--- src/rtl/tsm_pkg.sv ---
// ----------------------------------------------------------------------------
// tsm_pkg
// Shared types and constants for the two-stack shared memory unit.
// ----------------------------------------------------------------------------
package tsm_pkg;

  localparam int DEPTH       = 32;
  localparam int MAX_RESULTS = 32;
  localparam int WORD_W      = 32;
  localparam int ADDR_W      = $clog2(DEPTH);
  localparam int CNT_W       = $clog2(DEPTH + 1);
  localparam int SUM_W       = CNT_W + 1;
  // Longest dump run; a stack never holds more than DEPTH words.
  localparam int DUMP_MAX    = (DEPTH < MAX_RESULTS) ? DEPTH : MAX_RESULTS;

  typedef enum logic [2:0] {
    CMD_PUSH_LO = 3'd0,
    CMD_PUSH_UP = 3'd1,
    CMD_POP_LO  = 3'd2,
    CMD_POP_UP  = 3'd3,
    CMD_DUMP_LO = 3'd4,
    CMD_DUMP_UP = 3'd5
  } cmd_t;

  typedef enum logic [1:0] {
    STS_OK        = 2'd0,
    STS_OVERFLOW  = 2'd1,
    STS_UNDERFLOW = 2'd2,
    STS_EMPTY     = 2'd3
  } status_t;

  typedef enum logic [1:0] {
    SRC_ZERO,
    SRC_ONES,
    SRC_RAM
  } src_t;

  typedef enum logic [1:0] {
    ST_IDLE,
    ST_POP_WAIT,
    ST_DUMP_RD,
    ST_DUMP_OUT
  } state_t;

  // Controller to datapath
  typedef struct packed {
    logic    push_lo;
    logic    push_up;
    logic    pop_lo;
    logic    pop_up;
    logic    dump_start;
    logic    dump_upper;
    logic    dump_rd;
    logic    dump_next;
    logic    out_load;
    src_t    out_src;
    status_t out_status;
    logic    out_last;
  } tsm_cmd_t;

  // Datapath to controller
  typedef struct packed {
    logic full;
    logic lower_empty;
    logic upper_empty;
    logic dump_last;
    logic out_free;
  } tsm_sts_t;

endpackage

--- src/rtl/tsm_ram.sv ---
// ----------------------------------------------------------------------------
// tsm_ram
// Generic single-write, single-read RAM with registered read data.
// ----------------------------------------------------------------------------
module tsm_ram #(
  parameter int WIDTH = 32,
  parameter int DEPTH = 32
) (
  input  logic                     clk,
  input  logic                     we,
  input  logic [$clog2(DEPTH)-1:0] waddr,
  input  logic [WIDTH-1:0]         wdata,
  input  logic                     re,
  input  logic [$clog2(DEPTH)-1:0] raddr,
  output logic [WIDTH-1:0]         rdata
);

  logic [WIDTH-1:0] mem_r [DEPTH];
  logic [WIDTH-1:0] rdata_r;

  always_ff @(posedge clk) begin
    if (we) begin
      mem_r[waddr] <= wdata;
    end
    if (re) begin
      rdata_r <= mem_r[raddr];
    end
  end

  assign rdata = rdata_r;

endmodule

--- src/rtl/tsm_datapath.sv ---
// ----------------------------------------------------------------------------
// tsm_datapath
// Stack counters, shared RAM, dump sequencing and the result register.
// ----------------------------------------------------------------------------
module tsm_datapath
  import tsm_pkg::*;
(
  input  logic                     clk,
  input  logic                     rst_n,
  input  tsm_cmd_t                 cmd,
  output tsm_sts_t                 sts,
  input  logic signed [WORD_W-1:0] push_value,
  output logic                     out_valid,
  input  logic                     out_ready,
  output logic signed [WORD_W-1:0] out_data,
  output status_t                  out_status,
  output logic                     out_last
);

  localparam logic [CNT_W-1:0] CNT_DEPTH = CNT_W'(DEPTH);
  localparam logic [CNT_W-1:0] CNT_DMAX  = CNT_W'(DUMP_MAX);
  localparam logic [CNT_W-1:0] CNT_ONE   = CNT_W'(1);

  logic [CNT_W-1:0]  count_lower_r, count_lower_nxt;
  logic [CNT_W-1:0]  count_upper_r, count_upper_nxt;
  logic [CNT_W-1:0]  dump_idx_r, dump_idx_nxt;
  logic [CNT_W-1:0]  dump_n_r, dump_n_nxt;
  logic              dump_upper_r, dump_upper_nxt;
  logic              out_valid_r, out_valid_nxt;
  logic [WORD_W-1:0] out_data_r, out_data_nxt;
  status_t           out_status_r, out_status_nxt;
  logic              out_last_r, out_last_nxt;

  logic [CNT_W-1:0]  dump_cnt;
  logic [CNT_W-1:0]  up_push_pos;
  logic [CNT_W-1:0]  up_top_pos;
  logic [CNT_W-1:0]  up_dump_pos;
  logic [CNT_W-1:0]  rd_pos;
  logic [CNT_W-1:0]  wr_pos;
  logic              ram_we;
  logic              ram_re;
  logic [WORD_W-1:0] ram_rdata;

  always_comb begin
    sts.full        = ({1'b0, count_lower_r} + {1'b0, count_upper_r}) >= SUM_W'(DEPTH);
    sts.lower_empty = (count_lower_r == '0);
    sts.upper_empty = (count_upper_r == '0);
    sts.dump_last   = (dump_idx_r == (dump_n_r - CNT_ONE));
    sts.out_free    = !out_valid_r || out_ready;
  end

  // Stack two positions, counted from the top of the memory
  assign up_push_pos = CNT_DEPTH - count_upper_r - CNT_ONE;
  assign up_top_pos  = CNT_DEPTH - count_upper_r;
  assign up_dump_pos = CNT_DEPTH - CNT_ONE - dump_idx_r;

  always_comb begin
    ram_we = cmd.push_lo || cmd.push_up;
    wr_pos = cmd.push_up ? up_push_pos : count_lower_r;
    ram_re = cmd.pop_lo || cmd.pop_up || cmd.dump_rd;
    if (cmd.pop_lo) begin
      rd_pos = count_lower_r - CNT_ONE;
    end else if (cmd.pop_up) begin
      rd_pos = up_top_pos;
    end else if (dump_upper_r) begin
      rd_pos = up_dump_pos;
    end else begin
      rd_pos = dump_idx_r;
    end
  end

  tsm_ram #(
    .WIDTH(WORD_W),
    .DEPTH(DEPTH)
  ) u_ram (
    .clk  (clk),
    .we   (ram_we),
    .waddr(wr_pos[ADDR_W-1:0]),
    .wdata(push_value),
    .re   (ram_re),
    .raddr(rd_pos[ADDR_W-1:0]),
    .rdata(ram_rdata)
  );

  always_comb begin
    dump_cnt = cmd.dump_upper ? count_upper_r : count_lower_r;

    count_lower_nxt = count_lower_r;
    if (cmd.push_lo) begin
      count_lower_nxt = count_lower_r + CNT_ONE;
    end else if (cmd.pop_lo) begin
      count_lower_nxt = count_lower_r - CNT_ONE;
    end

    count_upper_nxt = count_upper_r;
    if (cmd.push_up) begin
      count_upper_nxt = count_upper_r + CNT_ONE;
    end else if (cmd.pop_up) begin
      count_upper_nxt = count_upper_r - CNT_ONE;
    end

    dump_idx_nxt   = dump_idx_r;
    dump_n_nxt     = dump_n_r;
    dump_upper_nxt = dump_upper_r;
    if (cmd.dump_start) begin
      dump_idx_nxt   = '0;
      dump_n_nxt     = (dump_cnt > CNT_DMAX) ? CNT_DMAX : dump_cnt;
      dump_upper_nxt = cmd.dump_upper;
    end else if (cmd.dump_next) begin
      dump_idx_nxt = dump_idx_r + CNT_ONE;
    end

    out_valid_nxt  = out_valid_r;
    out_data_nxt   = out_data_r;
    out_status_nxt = out_status_r;
    out_last_nxt   = out_last_r;
    if (cmd.out_load) begin
      out_valid_nxt  = 1'b1;
      out_status_nxt = cmd.out_status;
      out_last_nxt   = cmd.out_last;
      case (cmd.out_src)
        SRC_ZERO: out_data_nxt = '0;
        SRC_ONES: out_data_nxt = '1;
        SRC_RAM:  out_data_nxt = ram_rdata;
        default:  out_data_nxt = '0;
      endcase
    end else if (out_ready) begin
      out_valid_nxt = 1'b0;
    end
  end

  always_ff @(posedge clk) begin
    if (!rst_n) begin
      count_lower_r <= '0;
      count_upper_r <= '0;
      dump_idx_r    <= '0;
      dump_n_r      <= '0;
      dump_upper_r  <= 1'b0;
      out_valid_r   <= 1'b0;
    end else begin
      count_lower_r <= count_lower_nxt;
      count_upper_r <= count_upper_nxt;
      dump_idx_r    <= dump_idx_nxt;
      dump_n_r      <= dump_n_nxt;
      dump_upper_r  <= dump_upper_nxt;
      out_valid_r   <= out_valid_nxt;
    end
  end

  always_ff @(posedge clk) begin
    out_data_r   <= out_data_nxt;
    out_status_r <= out_status_nxt;
    out_last_r   <= out_last_nxt;
  end

  assign out_valid  = out_valid_r;
  assign out_data   = out_data_r;
  assign out_status = out_status_r;
  assign out_last   = out_last_r;

endmodule

--- src/rtl/tsm_ctrl.sv ---
// ----------------------------------------------------------------------------
// tsm_ctrl
// Command decode and sequencing for pops and dumps.
// ----------------------------------------------------------------------------
module tsm_ctrl
  import tsm_pkg::*;
(
  input  logic       clk,
  input  logic       rst_n,
  input  logic       in_valid,
  output logic       in_ready,
  input  logic [2:0] in_command,
  input  tsm_sts_t   sts,
  output tsm_cmd_t   cmd
);

  state_t state_r, state_nxt;

  always_ff @(posedge clk) begin
    if (!rst_n) begin
      state_r <= ST_IDLE;
    end else begin
      state_r <= state_nxt;
    end
  end

  always_comb begin
    state_nxt = state_r;
    cmd       = '0;
    in_ready  = 1'b0;
    case (state_r)
      ST_IDLE: begin
        in_ready = sts.out_free;
        if (in_valid && sts.out_free) begin
          cmd.out_src    = SRC_ZERO;
          cmd.out_status = STS_OK;
          cmd.out_last   = 1'b1;
          case (cmd_t'(in_command))
            CMD_PUSH_LO, CMD_PUSH_UP: begin
              cmd.out_load = 1'b1;
              if (sts.full) begin
                cmd.out_status = STS_OVERFLOW;
              end else if (cmd_t'(in_command) == CMD_PUSH_LO) begin
                cmd.push_lo = 1'b1;
              end else begin
                cmd.push_up = 1'b1;
              end
            end
            CMD_POP_LO: begin
              if (sts.lower_empty) begin
                cmd.out_load   = 1'b1;
                cmd.out_src    = SRC_ONES;
                cmd.out_status = STS_UNDERFLOW;
              end else begin
                cmd.pop_lo = 1'b1;
                state_nxt  = ST_POP_WAIT;
              end
            end
            CMD_POP_UP: begin
              if (sts.upper_empty) begin
                cmd.out_load   = 1'b1;
                cmd.out_src    = SRC_ONES;
                cmd.out_status = STS_UNDERFLOW;
              end else begin
                cmd.pop_up = 1'b1;
                state_nxt  = ST_POP_WAIT;
              end
            end
            CMD_DUMP_LO: begin
              if (sts.lower_empty) begin
                cmd.out_load   = 1'b1;
                cmd.out_status = STS_EMPTY;
              end else begin
                cmd.dump_start = 1'b1;
                state_nxt      = ST_DUMP_RD;
              end
            end
            CMD_DUMP_UP: begin
              cmd.dump_upper = 1'b1;
              if (sts.upper_empty) begin
                cmd.out_load   = 1'b1;
                cmd.out_status = STS_EMPTY;
              end else begin
                cmd.dump_start = 1'b1;
                state_nxt      = ST_DUMP_RD;
              end
            end
            default: begin
              // unused codes: drop the word
            end
          endcase
        end
      end
      ST_POP_WAIT: begin
        if (sts.out_free) begin
          cmd.out_load   = 1'b1;
          cmd.out_src    = SRC_RAM;
          cmd.out_status = STS_OK;
          cmd.out_last   = 1'b1;
          state_nxt      = ST_IDLE;
        end
      end
      ST_DUMP_RD: begin
        cmd.dump_rd = 1'b1;
        state_nxt   = ST_DUMP_OUT;
      end
      ST_DUMP_OUT: begin
        if (sts.out_free) begin
          cmd.out_load   = 1'b1;
          cmd.out_src    = SRC_RAM;
          cmd.out_status = STS_OK;
          cmd.out_last   = sts.dump_last;
          if (sts.dump_last) begin
            state_nxt = ST_IDLE;
          end else begin
            cmd.dump_next = 1'b1;
            state_nxt     = ST_DUMP_RD;
          end
        end
      end
      default: begin
        state_nxt = ST_IDLE;
      end
    endcase
  end

endmodule

--- src/rtl/two_stacks_shared_memory_unit.sv ---
// ----------------------------------------------------------------------------
// two_stacks_shared_memory_unit
// Two stacks in one shared RAM, driven by a stream of command words.
// ----------------------------------------------------------------------------
// Two stacks share one RAM of DEPTH 32-bit words: stack one grows up from
// word 0, stack two grows down from word DEPTH-1, and a push is refused with
// an overflow status once the two together fill the RAM. Each input word
// carries a command in in_tuser and a push value in in_tdata. Every push,
// pop or empty-stack command gives exactly one result word with tlast set;
// a dump streams the chosen stack (stack one bottom to top, stack two from
// the RAM end inward), at most 32 words, with tlast on the final one.
// Unused command codes are taken and give no result. The RAM has one write
// and one registered read port: a push, a refused push or an underflow loads
// its result as the word is taken, a pop reads the RAM and then loads the
// result, and a dump takes the word, then does a read and a load per dumped
// word, during which no input word is taken.
// A result waits in the output register; in_tready drops while that
// register is full and not being drained.
// ----------------------------------------------------------------------------
module two_stacks_shared_memory_unit
  import tsm_pkg::*;
(
  input  logic                     clk,
  input  logic                     rst_n,
  // input channel
  input  logic                     in_tvalid,
  output logic                     in_tready,
  input  logic signed [WORD_W-1:0] in_tdata,  // [31:0] push_value
  input  logic [2:0]               in_tuser,  // [2:0] command
  // result channel
  output logic                     out_tvalid,
  input  logic                     out_tready,
  output logic signed [WORD_W-1:0] out_tdata, // [31:0] data_word
  output logic [1:0]               out_tuser, // [1:0] status
  output logic                     out_tlast  // last_of_run
);

  tsm_cmd_t cmd;
  tsm_sts_t sts;
  status_t  out_status;

  // Sequence the command words and the dump stream
  tsm_ctrl u_ctrl (
    .clk       (clk),
    .rst_n     (rst_n),
    .in_valid  (in_tvalid),
    .in_ready  (in_tready),
    .in_command(in_tuser),
    .sts       (sts),
    .cmd       (cmd)
  );

  // Hold the counters, the shared RAM and the output register
  tsm_datapath u_dp (
    .clk       (clk),
    .rst_n     (rst_n),
    .cmd       (cmd),
    .sts       (sts),
    .push_value(in_tdata),
    .out_valid (out_tvalid),
    .out_ready (out_tready),
    .out_data  (out_tdata),
    .out_status(out_status),
    .out_last  (out_tlast)
  );

  assign out_tuser = out_status;

endmodule

--- config.mk ---
export PLATFORM = sky130hd
export DESIGN_NAME = two_stacks_shared_memory_unit
export DESIGN_NICKNAME = d
export VERILOG_FILES = /design/src/rtl/tsm_pkg.sv /design/src/rtl/tsm_ram.sv /design/src/rtl/tsm_datapath.sv /design/src/rtl/tsm_ctrl.sv /design/src/rtl/two_stacks_shared_memory_unit.sv
export SDC_FILE = /design/constraint.sdc
export NUM_CORES = 1
export LEC_CHECK = 0
export ABC_CLOCK_PERIOD_IN_PS = 5000
export BUFFER_PORTS_ARGS = -buffer_cell sky130_fd_sc_hd__clkbuf_2
export CAP_MARGIN = 20
export CORE_UTILIZATION = 25
export CTS_CLUSTER_DIAMETER = 60
export DETAILED_ROUTE_END_ITERATION = 16
export SYNTH_ARGS = -nofsm -noshare
export SYNTH_HDL_FRONTEND = slang
export SYNTH_HIERARCHICAL = 1
export SYNTH_SLANG_ARGS = --single-unit
--- constraint.sdc ---
create_clock -name clk -period 5 [get_ports clk]
set_input_delay 0.5 -clock clk [delete_from_list [all_inputs] [get_ports clk]]
set_output_delay 0.5 -clock clk [all_outputs]
set_load 0.1 [all_outputs]
==> qor.yml <==
cp_data_required_time_ns: 5.45
dpl.hpwl_um: 67600
wl_met3_um: 7710
vias_per_cell: 4.59
hold_viol: 0
min_period_over_period_pct: 88.6
syn_nets: 2721
yosysTopAreaCell: "edfxtp_1"
top_layer: "met5"
violations: "DRC"
path_cells: "buf_4, inv_1, ha_1, nor3b_1, nor3b_1, nor3_1, buf_4, nor2_1, a211oi_1, a21oi_1, nor2b_4, buf_12, a22o_1, nor3_1, a31oi_1, nand3_1"
nets: 2882
die_area_um2: 180000
gp_congestion: 0.775
skew_ns: 0.0675
grt_use_total_pct: 12.7
cts.reportedPaths.clkPinSlew_ns: 0.06
maxCapViolations: 0
antenna_found_initial: 15
cts_hold_buf: 0
syn_to_final_growth_pct: 17.0
drt_pre_antenna_iters: 13
drt_iter0_drc: 2173
clockBufferDepth: 3
critPathCaptureType: "flip-flop"
synth-main-ff-cell: "edfxtp_1"
ys_top_cells_by_area: "edfxtp_1 (74%), mux2i_1 (12%), a22oi_1 (1.6%)"
fp.dieH_um: 424
design.core.area_um2: 176000
overflow: 0
ant_nets: 0
vdd_drop_max_mv: 0.321
ctsResizeCount: 0
drc: 2
clk_latency_ns: 0.72
yosysUniqueCellTypes: 59
h-tree-depth: 3
slew_violations: 0
met1_length_um: 49800
fin_crit_ns: 4.43
cts_root_buf: "clkbuf_16"
drive_gt1_share_pct: 14.1
syn_avg_cell_area_um2: 16.7
setup_viol: 0
num_rows: 154
p_leak_nw: 15.5
status: "finished, violations left"
via_count: 24137
arrival_ns: 4.88
critPathKind: "flip-flop to flip-flop"
wl_per_cell_um: 22.2
cts.sinks: 1119
grt_max_degree: 72
power_density_nw_per_um2: 378
io_buffers: 75
slowest_delay_ns: 0.59
synth_edf_count: 1091
wl_met2_um: 54600
ys_seq_area_share_pct: 74.8
cts_buffers: 115
fmax_ghz: 0.226
syn_inst: 2663
min_path_type: "input port to flip-flop"
fin_setup_tns_ns: 0
wl_um: 117000
synth_top_area_share_pct: 73.6
cp-start-kind: "flip-flop"
post-cts-setup-buffers: 0
yosysWarnings: 6
tightest_slew_ns: 0.812
dieWidth_um: 424
syn_area_um2: 44500
worst-path-buf-inv: 4
rsz0062_at_grt: "no"
grt_pass1_vias: 23730
num_io_pins: 76
grt_pass1_wl_um: 168000
cts_tree: "built"
critPathSlowestCell: "nor2b_4"
max_slew_margin_pct: 45.7
synthArstFlopShare_pct: 0
power_mw: 19.7
ys_ff_latch: 1119
crit_fanout: 57
initial_core_util_pct: 25.2
critical-path-top-delay-family: "simple AND/OR/NAND/NOR gates"
==> Yosys cell counts, drive strengths merged (15+ instances only) <==
| cell | instances |
|---|---|
| edfxtp | 1091 |
| mux2i | 529 |
| a21oi | 141 |
| nand2 | 118 |
| nand3 | 104 |
| nor2 | 99 |
| a22oi | 97 |
| buf | 93 |
| a22o | 64 |
| clkbuf | 60 |
| nor3 | 44 |
| a31oi | 33 |
| dfxtp | 28 |
| xnor2 | 20 |
| ha | 17 |
| o21ai | 16 |
| inv | 15 |
==> registers in the layout (all words and copies together), names as in the netlist, 2 cells and up <==
signal	flops
u_dp/out_status	2
u_dp/out_data	32
u_dp/count_upper_r	6
u_dp/u_ram/mem_r	1024
u_ctrl/state_r	2
u_dp/dump_n_r	6
u_dp/count_lower_r	6
u_dp/dump_idx_r	6
u_dp/u_ram/rdata	32
==> cell usage in the layout, fill, tap and decap left out, drive strengths merged, types with 5 or more instances in the layout <==
cell / instances
edfxtp: 1091
mux2i: 529
clkbuf: 216
a21oi: 141
buf: 122
nand2: 118
nand3: 104
nor2: 99
a22oi: 97
a22o: 64
clkinv: 54
nor3: 44
a31oi: 33
dfxtp: 28
xnor2: 20
inv: 19
ha: 17
o21ai: 16
xor2: 12
bufinv: 8
nor2b: 7
nand4: 6
nor3b: 6
nand3b: 6
nand2b: 6
a211oi: 5
or3: 5
==> power by group <==
group / switching, mW / internal, mW
combinational: 0.848 / 0.222
sequential: 0.0372 / 10.4
clock: 3.57 / 4.64
==> area by class of cell <==
type                            count  area, um^2
Clock buffer                      141        2980
Fill cell                       17445      124000
Timing Repair Buffer              197        1590
Antenna cell                        3        7.51
Clock inverter                     66         637
Multi-Input combinational cell   1376       10600
Tap cell                         2340        2930
Inverter                           15        56.3
Sequential cell                  1119       33300
==> path summary, 6_finish.rpt <==
kind / start / endpoint / slack [ns] / depth (start not counted)
max: u_dp/count_upper_r[0] / u_dp/u_ram/rdata[8] / 0.57 / 16
min: in_tvalid / u_ctrl/state_r[0] / 0.16 / 3
max reg2reg: u_dp/count_upper_r[0] / u_dp/u_ram/rdata[8] / 0.57 / 16
min reg2reg: u_dp/dump_n_r[4] / u_dp/dump_n_r[4] / 0.51 / 2
==> cells by family (layout without fill, tap and decap cells) <==
group | count (synthesis) | after routing | share of synthesized area [%]
AOI/OAI and AO/OA | 371 | 371 | 5.51
xor gates and xnor gates | 32 | 32 | 0.629
adders and majority gates | 20 | 20 | 0.593
buffers and inverters | 168 | 419 | 2.09
DFF | 1119 | 1119 | 74.8
muxes | 531 | 531 | 11.9
other | 0 | 3 | 0
and+or+nand+nor | 422 | 422 | 4.41
==> through the flow <==
step | hold slack [ns] | setup slack, ns | cells | utilization [%] | area [um^2]
6_report | 0.161 | 0.570 | 5257 | 29.5 | 52100
4_1_cts | 0.119 | 0.619 | 5254 | 29.5 | 52100
5_1_grt | 0.155 | 0.326 | 5256 | 29.5 | 52100
2_1_floorplan | 0.466 | 0.286 | 2663 | - | 44500
3_5_place_dp | 0.501 | 0.589 | 5047 | 27.5 | 48500
3_3_place_gp | 0.483 | 0.452 | 5046 | 27.5 | 48500
==> worst reg2reg max path: cells and delay by family (launching register included) <==
family,cells,cell delay [ns]
AO/OA/AOI/OAI,4,1.07
AND/OR/NAND/NOR,7,1.76
buffers and inverters,4,0.85
flip-flops,1,0.31
adder cells (fa/ha/maj),1,0.24
==> layer usage <==
layer | vias to the layer above | track usage (%)
li1 | 10768 | -
met4 | 16 | 4.80
met1 | 12422 | 16.6
met2 | 715 | 20.3
met3 | 216 | 2.95
met5 | - | 0
No activity file was read; power rests on OpenSTA's default activity.
